$ cat src/u2u_pkg.sv
`timescale 1ns / 1ps
package u2u_pkg;

  localparam int unsigned ByteW    = 8;
  localparam int unsigned UnitW    = 16;
  localparam int unsigned CountW   = 16;
  localparam int unsigned CpW      = 21;
  localparam int unsigned ClassW   = 4;
  localparam int unsigned StateW   = 4;
  localparam int unsigned NumStates = 9;

  localparam logic [StateW-1:0] StAccept = 4'd0;
  localparam logic [StateW-1:0] StReject = 4'd1;

  localparam logic [UnitW-1:0] HiSurrBase = 16'hD7C0;
  localparam logic [UnitW-1:0] LoSurrBase = 16'hDC00;

  // one request from front to back: a single unit or a surrogate pair
  typedef struct packed {
    logic              pair;
    logic [UnitW-1:0]  unit0;
    logic [UnitW-1:0]  unit1;
    logic [CountW-1:0] count0;
  } entry_t;

  function automatic logic [ClassW-1:0] byte_class(input logic [ByteW-1:0] b);
    logic [ClassW-1:0] c;
    if (b < 8'h80) c = 4'd0;
    else if (b < 8'h90) c = 4'd1;
    else if (b < 8'hA0) c = 4'd9;
    else if (b < 8'hC0) c = 4'd7;
    else if (b < 8'hC2) c = 4'd8;
    else if (b < 8'hE0) c = 4'd2;
    else if (b == 8'hE0) c = 4'd10;
    else if (b == 8'hED) c = 4'd4;
    else if (b < 8'hF0) c = 4'd3;
    else if (b == 8'hF0) c = 4'd11;
    else if (b < 8'hF4) c = 4'd6;
    else if (b == 8'hF4) c = 4'd5;
    else c = 4'd8;
    return c;
  endfunction

  function automatic logic [StateW-1:0] next_state(input logic [StateW-1:0] st,
                                                   input logic [ClassW-1:0] cls);
    logic [StateW-1:0] n;
    n = StReject;
    case (st)
      4'd0: begin
        case (cls)
          4'd0:    n = 4'd0;
          4'd2:    n = 4'd2;
          4'd3:    n = 4'd3;
          4'd4:    n = 4'd5;
          4'd5:    n = 4'd8;
          4'd6:    n = 4'd7;
          4'd10:   n = 4'd4;
          4'd11:   n = 4'd6;
          default: n = StReject;
        endcase
      end
      4'd2: begin
        if (cls == 4'd1 || cls == 4'd7 || cls == 4'd9) n = 4'd0;
      end
      4'd3: begin
        if (cls == 4'd1 || cls == 4'd7 || cls == 4'd9) n = 4'd2;
      end
      4'd4: begin
        if (cls == 4'd7) n = 4'd2;
      end
      4'd5: begin
        if (cls == 4'd1 || cls == 4'd9) n = 4'd2;
      end
      4'd6: begin
        if (cls == 4'd7 || cls == 4'd9) n = 4'd3;
      end
      4'd7: begin
        if (cls == 4'd1 || cls == 4'd7 || cls == 4'd9) n = 4'd3;
      end
      4'd8: begin
        if (cls == 4'd1) n = 4'd3;
      end
      default: n = StReject;
    endcase
    return n;
  endfunction

endpackage

$ cat src/u2u_front.sv
`timescale 1ns / 1ps
module u2u_front (
  input  logic                          clk_i,
  input  logic                          rst_ni,
  input  logic                          cfg_we_i,
  input  logic [u2u_pkg::CountW-1:0]    cfg_wdata_i,
  input  logic                          in_valid_i,
  output logic                          in_ready_o,
  input  logic [u2u_pkg::ByteW-1:0]     in_byte_i,
  input  logic                          in_eos_i,
  output logic                          push_o,
  output u2u_pkg::entry_t               push_entry_o,
  input  logic                          q_full_i
);

  logic [u2u_pkg::CountW-1:0] cap_q;
  logic [u2u_pkg::StateW-1:0] state_q, state_d;
  logic [u2u_pkg::CpW-1:0]    cp_q, cp_d;
  logic [u2u_pkg::CountW-1:0] units_q, units_d;

  logic                       accept;
  logic                       active;
  logic [u2u_pkg::StateW-1:0] st;
  logic [u2u_pkg::ClassW-1:0] cls;
  logic [u2u_pkg::CpW-1:0]    cp_new;
  logic [u2u_pkg::StateW-1:0] nst;
  logic                       is_pair;
  logic [u2u_pkg::CountW-1:0] room;
  logic                       complete;
  logic                       push;
  logic [u2u_pkg::ByteW-1:0]  lead_mask;

  assign in_ready_o = !q_full_i;
  assign accept     = in_valid_i && !q_full_i;
  assign active     = units_q < cap_q;
  assign st         = (state_q >= u2u_pkg::StateW'(u2u_pkg::NumStates)) ?
                      u2u_pkg::StReject : state_q;
  assign cls        = u2u_pkg::byte_class(in_byte_i);
  assign lead_mask  = 8'hFF >> cls;
  assign cp_new     = (st != u2u_pkg::StAccept) ?
                      {cp_q[u2u_pkg::CpW-7:0], in_byte_i[5:0]} :
                      {{(u2u_pkg::CpW-u2u_pkg::ByteW){1'b0}}, lead_mask & in_byte_i};
  assign nst        = u2u_pkg::next_state(st, cls);
  assign is_pair    = cp_new[u2u_pkg::CpW-1:u2u_pkg::UnitW] != '0;
  assign room       = cap_q - units_q;
  assign complete   = accept && active && (nst == u2u_pkg::StAccept);
  assign push       = complete && (!is_pair || room >= u2u_pkg::CountW'(2));

  assign push_o                = push;
  assign push_entry_o.pair     = is_pair;
  assign push_entry_o.unit0    = is_pair ?
                                 u2u_pkg::HiSurrBase + u2u_pkg::UnitW'(cp_new >> 10) :
                                 cp_new[u2u_pkg::UnitW-1:0];
  assign push_entry_o.unit1    = u2u_pkg::LoSurrBase + {6'd0, cp_new[9:0]};
  assign push_entry_o.count0   = units_q + u2u_pkg::CountW'(1);

  always_comb begin
    state_d = state_q;
    cp_d    = cp_q;
    units_d = units_q;
    if (accept) begin
      if (active) begin
        state_d = nst;
        cp_d    = cp_new;
      end
      if (push) begin
        units_d = units_q + (is_pair ? u2u_pkg::CountW'(2) : u2u_pkg::CountW'(1));
      end
      if (in_eos_i) begin
        state_d = u2u_pkg::StAccept;
        cp_d    = '0;
        units_d = '0;
      end
    end
  end

  always_ff @(posedge clk_i or negedge rst_ni) begin
    if (!rst_ni) begin
      cap_q   <= '1;
      state_q <= u2u_pkg::StAccept;
      cp_q    <= '0;
      units_q <= '0;
    end else begin
      if (cfg_we_i) begin
        cap_q <= cfg_wdata_i;
      end
      state_q <= state_d;
      cp_q    <= cp_d;
      units_q <= units_d;
    end
  end

endmodule

$ cat src/u2u_queue.sv
`timescale 1ns / 1ps
module u2u_queue #(
  parameter int unsigned Depth = 2
) (
  input  logic            clk_i,
  input  logic            rst_ni,
  input  logic            push_i,
  input  u2u_pkg::entry_t push_entry_i,
  output logic            full_o,
  input  logic            pop_i,
  output logic            valid_o,
  output u2u_pkg::entry_t pop_entry_o
);

  localparam int unsigned PtrW = (Depth > 1) ? $clog2(Depth) : 1;
  localparam int unsigned CntW = $clog2(Depth + 1);

  u2u_pkg::entry_t mem_q [Depth];
  logic [PtrW-1:0] wr_ptr_q, rd_ptr_q;
  logic [CntW-1:0] cnt_q;
  logic            do_push, do_pop;

  assign full_o      = cnt_q == CntW'(Depth);
  assign valid_o     = cnt_q != '0;
  assign pop_entry_o = mem_q[rd_ptr_q];
  assign do_push     = push_i && !full_o;
  assign do_pop      = pop_i && valid_o;

  always_ff @(posedge clk_i) begin
    if (do_push) begin
      mem_q[wr_ptr_q] <= push_entry_i;
    end
  end

  always_ff @(posedge clk_i or negedge rst_ni) begin
    if (!rst_ni) begin
      wr_ptr_q <= '0;
      rd_ptr_q <= '0;
      cnt_q    <= '0;
    end else begin
      if (do_push) begin
        wr_ptr_q <= (wr_ptr_q == PtrW'(Depth - 1)) ? '0 : wr_ptr_q + PtrW'(1);
      end
      if (do_pop) begin
        rd_ptr_q <= (rd_ptr_q == PtrW'(Depth - 1)) ? '0 : rd_ptr_q + PtrW'(1);
      end
      if (do_push && !do_pop) begin
        cnt_q <= cnt_q + CntW'(1);
      end else if (do_pop && !do_push) begin
        cnt_q <= cnt_q - CntW'(1);
      end
    end
  end

endmodule

$ cat src/u2u_back.sv
`timescale 1ns / 1ps
module u2u_back (
  input  logic                        clk_i,
  input  logic                        rst_ni,
  input  logic                        q_valid_i,
  input  u2u_pkg::entry_t             q_entry_i,
  output logic                        q_pop_o,
  output logic                        out_valid_o,
  input  logic                        out_ready_i,
  output logic [u2u_pkg::UnitW-1:0]   out_unit_o,
  output logic [u2u_pkg::CountW-1:0]  out_count_o,
  output logic                        out_last_o
);

  logic                        valid_q, valid_d;
  logic [u2u_pkg::UnitW-1:0]   unit_q, unit_d;
  logic [u2u_pkg::CountW-1:0]  count_q, count_d;
  logic                        last_q, last_d;
  logic                        pend_q, pend_d;
  logic [u2u_pkg::UnitW-1:0]   pend_unit_q, pend_unit_d;
  logic                        load_ok;

  assign load_ok     = !valid_q || out_ready_i;
  assign q_pop_o     = load_ok && !pend_q && q_valid_i;
  assign out_valid_o = valid_q;
  assign out_unit_o  = unit_q;
  assign out_count_o = count_q;
  assign out_last_o  = last_q;

  always_comb begin
    valid_d     = valid_q;
    unit_d      = unit_q;
    count_d     = count_q;
    last_d      = last_q;
    pend_d      = pend_q;
    pend_unit_d = pend_unit_q;
    if (load_ok) begin
      if (pend_q) begin
        // low surrogate of a pair
        valid_d = 1'b1;
        unit_d  = pend_unit_q;
        count_d = count_q + u2u_pkg::CountW'(1);
        last_d  = 1'b1;
        pend_d  = 1'b0;
      end else if (q_valid_i) begin
        valid_d     = 1'b1;
        unit_d      = q_entry_i.unit0;
        count_d     = q_entry_i.count0;
        last_d      = !q_entry_i.pair;
        pend_d      = q_entry_i.pair;
        pend_unit_d = q_entry_i.unit1;
      end else begin
        valid_d = 1'b0;
      end
    end
  end

  always_ff @(posedge clk_i) begin
    unit_q      <= unit_d;
    count_q     <= count_d;
    last_q      <= last_d;
    pend_unit_q <= pend_unit_d;
  end

  always_ff @(posedge clk_i or negedge rst_ni) begin
    if (!rst_ni) begin
      valid_q <= 1'b0;
      pend_q  <= 1'b0;
    end else begin
      valid_q <= valid_d;
      pend_q  <= pend_d;
    end
  end

endmodule

$ cat src/utf8_to_utf16_converter.sv
`timescale 1ns / 1ps
// UTF-8 to UTF-16 converter. Takes one UTF-8 byte per cycle on the slave stream
// while the request queue is not full (tlast marks the end of a string, which
// clears decoder state and unit count after that byte) and emits UTF-16 units on
// the master stream; a code point above 0xFFFF comes out as a surrogate pair, tlast
// set on the final unit of the byte. The front steps the validating automaton on
// each byte; the back emitter drains one unit per cycle while the receiver is ready
// from a QUEUE_DEPTH entry request queue, and a pair never arrives faster than once
// per four bytes. Units pass the request queue, then the output register. Invalid
// sequences give no output until end of string; once cfg_wdata_i units are emitted,
// the rest of the string is dropped, and a pair that would not fit whole is dropped.
module utf8_to_utf16_converter #(
  parameter int unsigned QUEUE_DEPTH = 2
) (
  input  logic        clk_i,
  input  logic        rst_ni,
  input  logic        cfg_we_i,
  input  logic [15:0] cfg_wdata_i,
  input  logic        s_axis_tvalid,
  output logic        s_axis_tready,
  input  logic [7:0]  s_axis_tdata,   // in_byte
  input  logic        s_axis_tlast,   // end_of_string
  output logic        m_axis_tvalid,
  input  logic        m_axis_tready,
  output logic [31:0] m_axis_tdata,   // code_unit [15:0], unit_count [31:16]
  output logic        m_axis_tlast    // last_unit
);

  logic            push;
  u2u_pkg::entry_t push_entry;
  logic            q_full;
  logic            q_valid;
  logic            q_pop;
  u2u_pkg::entry_t q_entry;
  logic [15:0]     out_unit;
  logic [15:0]     out_count;

  u2u_front u_front (
    .clk_i        (clk_i),
    .rst_ni       (rst_ni),
    .cfg_we_i     (cfg_we_i),
    .cfg_wdata_i  (cfg_wdata_i),
    .in_valid_i   (s_axis_tvalid),
    .in_ready_o   (s_axis_tready),
    .in_byte_i    (s_axis_tdata),
    .in_eos_i     (s_axis_tlast),
    .push_o       (push),
    .push_entry_o (push_entry),
    .q_full_i     (q_full)
  );

  u2u_queue #(
    .Depth (QUEUE_DEPTH)
  ) u_queue (
    .clk_i        (clk_i),
    .rst_ni       (rst_ni),
    .push_i       (push),
    .push_entry_i (push_entry),
    .full_o       (q_full),
    .pop_i        (q_pop),
    .valid_o      (q_valid),
    .pop_entry_o  (q_entry)
  );

  u2u_back u_back (
    .clk_i       (clk_i),
    .rst_ni      (rst_ni),
    .q_valid_i   (q_valid),
    .q_entry_i   (q_entry),
    .q_pop_o     (q_pop),
    .out_valid_o (m_axis_tvalid),
    .out_ready_i (m_axis_tready),
    .out_unit_o  (out_unit),
    .out_count_o (out_count),
    .out_last_o  (m_axis_tlast)
  );

  assign m_axis_tdata = {out_count, out_unit};

endmodule

$ cat config.mk
export PLATFORM = sky130hd
export DESIGN_NAME = utf8_to_utf16_converter
export DESIGN_NICKNAME = d
export VERILOG_FILES = /design/src/u2u_pkg.sv /design/src/u2u_front.sv /design/src/u2u_queue.sv /design/src/u2u_back.sv /design/src/utf8_to_utf16_converter.sv
export SDC_FILE = /design/constraint.sdc
export NUM_CORES = 1
export LEC_CHECK = 0
export BUFFER_PORTS_ARGS = -buffer_cell sky130_fd_sc_hd__buf_2
export CAP_MARGIN = 15
export CELL_PAD_IN_SITES_DETAIL_PLACEMENT = 1
export CELL_PAD_IN_SITES_GLOBAL_PLACEMENT = 1
export CORE_UTILIZATION = 45
export CTS_BUF_LIST = sky130_fd_sc_hd__clkbuf_16
export DETAILED_ROUTE_END_ITERATION = 16
export GPL_ROUTABILITY_DRIVEN = 0
export GPL_TIMING_DRIVEN = 1
export HOLD_SLACK_MARGIN = 0.06
export PLACE_DENSITY_LB_ADDON = 0.1
export SETUP_SLACK_MARGIN = 0.02
export SLEW_MARGIN = 0
export SYNTH_ARGS = -nofsm -noshare
export SYNTH_HDL_FRONTEND = slang
export SYNTH_SLANG_ARGS = --single-unit
$ cat constraint.sdc
create_clock -name clk_i -period 4.36 [get_ports clk_i]
set_input_delay 1.09 -clock clk_i [delete_from_list [all_inputs] [get_ports clk_i]]
set_output_delay 1.09 -clock clk_i [all_outputs]
set_load 0.005 [all_outputs]
Word level (Yosys, flattened, before mapping)
Memory sizes are Yosys's and may differ from the RTL's.
Cells that the tools add are included.
{"block": "totals", "ram_bits": 98, "regBits": 106, "out_inout_bits": 35, "memories": 2, "inputBits": 30, "rom_bits": 64, "wordCells": 135}
{"block": "classes", "eq_ne": 15, "n_reduce_logical": 36, "n_bitwise": 2, "n_shift": 1, "muxes": 45, "n_lt_le_gt_ge": 11, "n_addsub": 10}
{"name": "u_queue.mem_q", "words": 2, "word_bits": 49, "read_ports": 1, "rd_ports_with_merged_regs": 0, "wr": 1, "line": "u2u_queue.sv:18", "source": "u2u_pkg::entry_t mem_q [Depth];"}
{"name": "(name not given)", "words": 16, "word_bits": 4, "read_ports": 1, "rd_ports_with_merged_regs": 0, "wr": 0, "line": "u2u_pkg.sv:50", "source": "case (cls)"}
{"op": "$mux W16", "n": 7}
{"op": "$lt A8 B8 Y1 const B", "n": 8}
{"op": "$mux W4", "n": 15}
{"op": "$add A16 B1 Y16 const B", "n": 2}
{"op": "$eq A8 B8 Y1 const B", "n": 4}
{"op": "$pmux W4 S8", "n": 1}
{"op": "$mux W15", "n": 2}
{"op": "$mux W21", "n": 1}
{"op": "$eq A4 B3 Y1 const B", "n": 5}
{"op": "$mux W2", "n": 9}
{"op": "$add A15 B11 Y16 const A", "n": 1}
{"op": "$add A15 B12 Y16 const A", "n": 1}
{"op": "$add A16 B16 Y16", "n": 1}
{"op": "$ge A16 B2 Y1 const B", "n": 1}
{"op": "$lt A16 B16 Y1", "n": 1}
{"op": "$sub A16 B16 Y16", "n": 1}
{"op": "$logic_and A1 B1 Y1", "n": 10}
{"op": "$mux W1", "n": 10}
{"op": "$reduce_bool A2 Y1", "n": 5}
{"op": "$and A8 B8 Y8", "n": 1}
{"op": "$eq A4 B2 Y1 const B", "n": 2}
{"op": "$eq A4 B4 Y1 const B", "n": 2}
{"op": "$logic_not A4 Y1", "n": 2}
{"op": "$shr A8 B4 Y8 const A", "n": 1}
{"op": "other kinds (13)", "n": 27}

Depth between registers and ports, before layout
{"block": "depth", "ltp_word": 26, "mapped_depth": 19, "depth_no_buf": 16}

Cells and area by module
From an unflattened synthesis, not the netlist that was laid out.
{"block": "unflattened", "hier_cells": 872, "hier_area_um2": 10627.7}
{"mod": "u2u_front", "area_each_um2": 4429.2, "seq_area_each_um2": 1296.2, "n_inst": 1, "cells_per_inst": 546}
{"mod": "u2u_queue", "area_each_um2": 3990.1, "seq_area_each_um2": 3042.9, "n_inst": 1, "cells_per_inst": 172}
{"mod": "u2u_back", "area_each_um2": 2208.4, "seq_area_each_um2": 1521.5, "n_inst": 1, "cells_per_inst": 154}

Least setup slack after synthesis
Ideal clock, no wire load.
{"block": "synth_timing", "kind": "input -> register", "startpoint": "input s_axis_tdata[2]", "endpoint": "memory u_queue.mem_q[0][0] in the netlist's numbering (enable)", "t_arrival_ns": 4.804, "path_stages": 10, "n_path_buf": 2, "path_slack_ns": -0.887, "path_cell_list": "buf_6 or4_4 o2111a_1 nand2_1 o2111ai_1 a311o_1 and4b_1 buf_6 nand2_1 nor2_1"}
{"block": "synth_via", "elab_chain_cells": 24}
{"item": "start: declaration", "line": "utf8_to_utf16_converter.sv:21", "source": "input logic [7:0] s_axis_tdata,"}
{"item": "parallel branches: the longest is 12 deep, another holds $lt A8 B8 Y1"}
{"item": "$mux W4 (*)", "line": "u2u_pkg.sv:28", "source": "if (b < 8'h80) c = 4'd0;"}
{"item": "parallel branches: the longest is 4 deep, another holds $mem_v2 Z16 W4"}
{"item": "$pmux W4 S8 (*)", "line": "u2u_pkg.sv:48", "source": "case (st)"}
{"item": "$logic_not A4 Y1 (*)", "line": "u2u_front.sv:46", "source": "assign complete = accept && active && (nst == u2u_pkg::StAccept);"}
{"item": "$logic_and A1 B1 Y1 (*)", "line": "u2u_front.sv:46"}
{"item": "$logic_and A1 B1 Y1 (*)", "line": "u2u_front.sv:47", "source": "assign push = complete && (!is_pair || room >= u2u_pkg::CountW'(2));"}
{"item": "$logic_and A1 B1 Y1 (*)", "line": "u2u_queue.sv:26", "source": "assign do_push = push_i && !full_o;"}
{"item": "$mux W1 (*)", "line": "u2u_queue.sv:30", "source": "if (do_push) begin"}
{"item": "$mux W1 (implied by the code) (*)", "line": "u2u_queue.sv:31", "source": "mem_q[wr_ptr_q] <= push_entry_i;"}
{"item": "end: declaration", "line": "u2u_queue.sv:18"}
Every way passes the cells marked *.

Worst setup path in the final report
{"block": "layout_timing", "startpoint": "register u_front.units_q[0] in the netlist's numbering", "endpoint": "register u_queue.cnt_q[1]"}
{"block": "layout_via", "elab_chain_cells": 8}
{"item": "start: declaration", "line": "u2u_front.sv:19", "source": "logic [u2u_pkg::CountW-1:0] units_q, units_d;"}
{"item": "start signal: assignment", "line": "u2u_front.sv:89", "source": "units_q <= units_d;"}
{"item": "$sub A16 B16 Y16 or $lt A16 B16 Y1 (tied branches)", "line": "u2u_front.sv:45, u2u_front.sv:35"}
{"item": "$ge A16 B2 Y1 or $logic_and A1 B1 Y1 (tied branches)", "line": "u2u_front.sv:47, u2u_front.sv:46"}
{"item": "$logic_or A1 B1 Y1 or $logic_and A1 B1 Y1 (tied branches)", "line": "u2u_front.sv:47, u2u_front.sv:46"}
{"item": "$logic_and A1 B1 Y1 (*)", "line": "u2u_front.sv:47"}
{"item": "$logic_and A1 B1 Y1 (*)", "line": "u2u_queue.sv:26"}
{"item": "via u_queue.do_push", "line": "u2u_queue.sv:21", "source": "logic do_push, do_pop;"}
{"item": "$logic_not A1 Y1", "line": "u2u_queue.sv:49", "source": "end else if (do_pop && !do_push) begin"}
{"item": "$logic_and A1 B1 Y1", "line": "u2u_queue.sv:49"}
{"item": "$reduce_bool A2 Y1 (no source line)"}
{"item": "end signal: assignment", "line": "u2u_queue.sv:48", "source": "cnt_q <= cnt_q + CntW'(1);"}
{"item": "end signal: assignment", "line": "u2u_queue.sv:50", "source": "cnt_q <= cnt_q - CntW'(1);"}
{"item": "end: declaration", "line": "u2u_queue.sv:20", "source": "logic [CntW-1:0] cnt_q;"}
The timed path passes the listed nets; every way through them passes the cells marked *.
A chain may end at the register's enable or synchronous reset.

==> flow_summary_export.csv <==
group,metric,value,unit
hold_path,hold_class,"register to register",
drt,drtIter0Drc,358,
placed_design,portBuffers,64,
die,start_util,46.0,%
placed_design,dp_hpwl,16.4,mm
status,status,"complete, no violations",
synth,synth_top_area_share,39.9,%
sta,setup_viol,0,
worst_setup_path,rr_endpoint,"u_queue.cnt_q[1]",
clocking,post-cts-setup-buffers,0,
hold_path,min_to,"u_front.cap_q[0]",
power_and_ir_drop,power_density,616,nW/um2
clocking,cts_resized,0,
sta,worst_pin_slew,0.852,ns
worst_setup_path,r2r-start,"u_front.units_q[0]",
global_routing,antenna_found_initial,0,
power_and_ir_drop,p_leak,0.00404,uW
global_routing,grt_pass1_vias,7147,
placed_design,placed_cell_area,10300,um2
worst_setup_path,cp_data_required_time,4.71,ns
placed_design,pre_cts_ws,0.401,ns
synth,synth_top_flop_cell,"edfxtp_1",
clocking,clk_pin_slew_worst_paths,0.08,ns
finish,fill_cells,2256,
sta,fin_crit_sh,88.7,%
finish,fin_util,51.7,%
drt,drt_first_pass_iters,5,
finish,antenna_cells,0,
clocking,cts_buffers,17,
sta,maxSlewViolCount,0,
synth,ys_seq_area_share,54.8,%
synth,synth-async-reset-ratio,30.6,%
sta,setup-tns-final,0,ns
global_routing,grt_pass1_wl,37.7,mm
synth,ys_ff_latch,186,
worst_setup_path,cp.arrival,4.22,ns
worst_setup_path,end_kind,"register",
flow_run,maxCapViolCount,0,
clocking,hold_buffers,0,
die,die_h,149,um
finish,final_area,10900,um2
synth,synth_area_leaders,"edfxtp_1 (40%), dfrtp_1 (11%), dfstp_2 (4.3%)",
die,io_pins,65,
drt,wl_per_cell,19.3,um
global_routing,grt_max_degree,62,
worst_setup_path,critical_path_class,"register to register",
drt,drc_errors,0,
synth,postSynthCellCount,850,
global_routing,grt_usage,21.9,%
die,design.core.area,21100,um2
power_and_ir_drop,peakVddDrop,0.000334,V
finish,layout.nets,949,
worst_setup_path,crit_path_max_fanout,11,
worst_setup_path,reg2reg_depth,13,
sta,worst_slack,0.491,ns
drt,ant_nets,0,
synth,synth.distinct_cells,77,
synth,syn-num-nets,904,
sta,fmax,0.258,GHz
synth,yosys_warnings,0,
hold_path,min_path_cells,2,
drt,wirelength,22.9,mm
clocking,clkLatencyLatePin,0.44,ns
clocking,root_buffer,"clkbuf_16",
sta,min_period,3.87,ns
clocking,cts_tree,"yes",
clocking,cts_sinks,186,
synth,yosys.area.top_type,"edfxtp_1",
worst_setup_path,cp-start-kind,"register",
finish,syn2layout_area_growth,12.2,%
die,rows,53,
sta,rsz0062_at_grt,"false",
drt,vias_per_cell,5.82,
global_routing,grt-ovfl-total,0,
synth,synth-edff-count,129,
finish,final_layout_size_suffix_gt1_share,19.6,%
sta,max_slew_margin,42.7,%
sta,fin_skew,0.00920,ns
worst_setup_path,ff2ff_setup_slack,0.49,ns
synth,syn_area,9710,um2
drt,vias,6880,
die,die_w,149,um
hold_path,min_from,"u_front.cap_q[0]",
sta,hold_violations,0,
die,die_area,22200,um2
synth,synth_area_per_cell,11.4,um2
clocking,cts_buffer_depth,2,
clocking,htree_levels,4,
-- where the power goes --
group	internal (uW)	leakage [uW]	switching, uW
registers	2480	0.00191	328
logic	914	0.00184	1400
clock network	798	0.000296	802
total	4190	0.00404	2530
-- synth_stat cells, types with 11 or more instances --
| cell type | instances |
|---|---|
| dfstp_2 | 16 |
| inv_1 | 32 |
| edfxtp_1 | 129 |
| dfrtp_1 | 41 |
| nor2b_1 | 17 |
| xnor2_1 | 30 |
| mux2i_1 | 33 |
| clkbuf_1 | 32 |
| a22o_1 | 11 |
| nor3_1 | 19 |
| nor2_1 | 47 |
| nand4_1 | 15 |
| nor4_1 | 14 |
| mux2_2 | 26 |
| ha_1 | 22 |
| nand2_1 | 82 |
| nand3_1 | 20 |
| o21ai_0 | 58 |
| a21oi_1 | 24 |
| nand2b_1 | 19 |
-- sequential cells by signal, summed over array words and instances (netlist names), 2 cells and up --
signal / cells
u_back.out_count_o: 16
u_front.state_q: 4
u_queue.cnt_q: 2
u_back.pend_unit_q: 10
u_front.units_q: 16
u_back.out_unit_o: 16
u_queue.mem_q: 86
u_front.cp_q: 15
u_front.cap_q: 16
-- layout make-up --
type                    instances  area [um2]  area share [%]
repair buffers                 80         465            4.27
clock buffers                  17         425            3.90
inverters                      34         128            1.17
clock inverters                15         206            1.89
flip-flops and latches        186        5320            48.8
well taps                     275         344            3.16
multi-input cells             576        4010            36.8
-- cell families (layout without fill, tap and decap cells) --
| group | after synthesis | count (layout) | synth area share (%) |
|---|---|---|---|
| buf+inv | 88 | 146 | 4.05 |
| flops | 186 | 186 | 54.8 |
| compound gates | 177 | 177 | 13.0 |
| simple gates | 279 | 279 | 15.1 |
| fa+ha+maj | 24 | 24 | 3.25 |
| xor+xnor | 37 | 37 | 3.34 |
| mux | 59 | 59 | 6.42 |
-- through the flow --
step | hold WS (ns) | total power [uW] | std cells
5_1_grt | 0.528 | 7150 | 1183
3_3_place_gp | 0.484 | 5040 | 1151
6_report | 0.507 | 6720 | 1183
2_1_floorplan | 0.458 | 4380 | 850
4_1_cts | 0.502 | 6780 | 1183
3_5_place_dp | 0.476 | 5160 | 1151
-- cell usage in the layout (no fill, tap or decap), types with 26 or more instances in the layout --
| cell type | n |
|---|---|
| mux2i_1 | 33 |
| nor2_1 | 45 |
| inv_1 | 32 |
| xnor2_1 | 30 |
| dfrtp_1 | 40 |
| nand2_1 | 82 |
| mux2_2 | 26 |
| o21ai_0 | 58 |
| edfxtp_1 | 129 |
| buf_2 | 64 |
-- metal layers --
layer	part of all wire, %	track usage (%)
met5	0	0
met4	1.2	6.33
met3	3.6	3.85
met2	48	35.6
met1	48	29.9
-- worst max path at each step --
stage	start	end	depth (start not counted)
after floorplan	s_axis_tdata[2]	u_queue.mem_q[0][0]	10
after detailed placement	s_axis_tdata[0]	u_queue.cnt_q[1]	12
after CTS	u_front.units_q[0]	u_queue.cnt_q[1]	13
after global routing	u_front.state_q[1]	u_queue.cnt_q[1]	16
after global placement	s_axis_tdata[4]	u_queue.mem_q[0][9]	10
final	u_front.units_q[0]	u_queue.cnt_q[1]	13
-- worst max-delay path, stage by stage, from the launching register on --
cell and delay (ns):
dfrtp_1 0.49, ha_1 0.22, inv_1 0.06, fa_1 0.48, or4_4 0.56, a2111oi_4 0.19, nand4_1 0.18, a2111oi_4 0.39
nand4_4 0.26, nand2_1 0.25, inv_2 0.08, ha_1 0.31, nor2_1 0.14, xor2_1 0.17
Power figures use the tool's default switching activity.
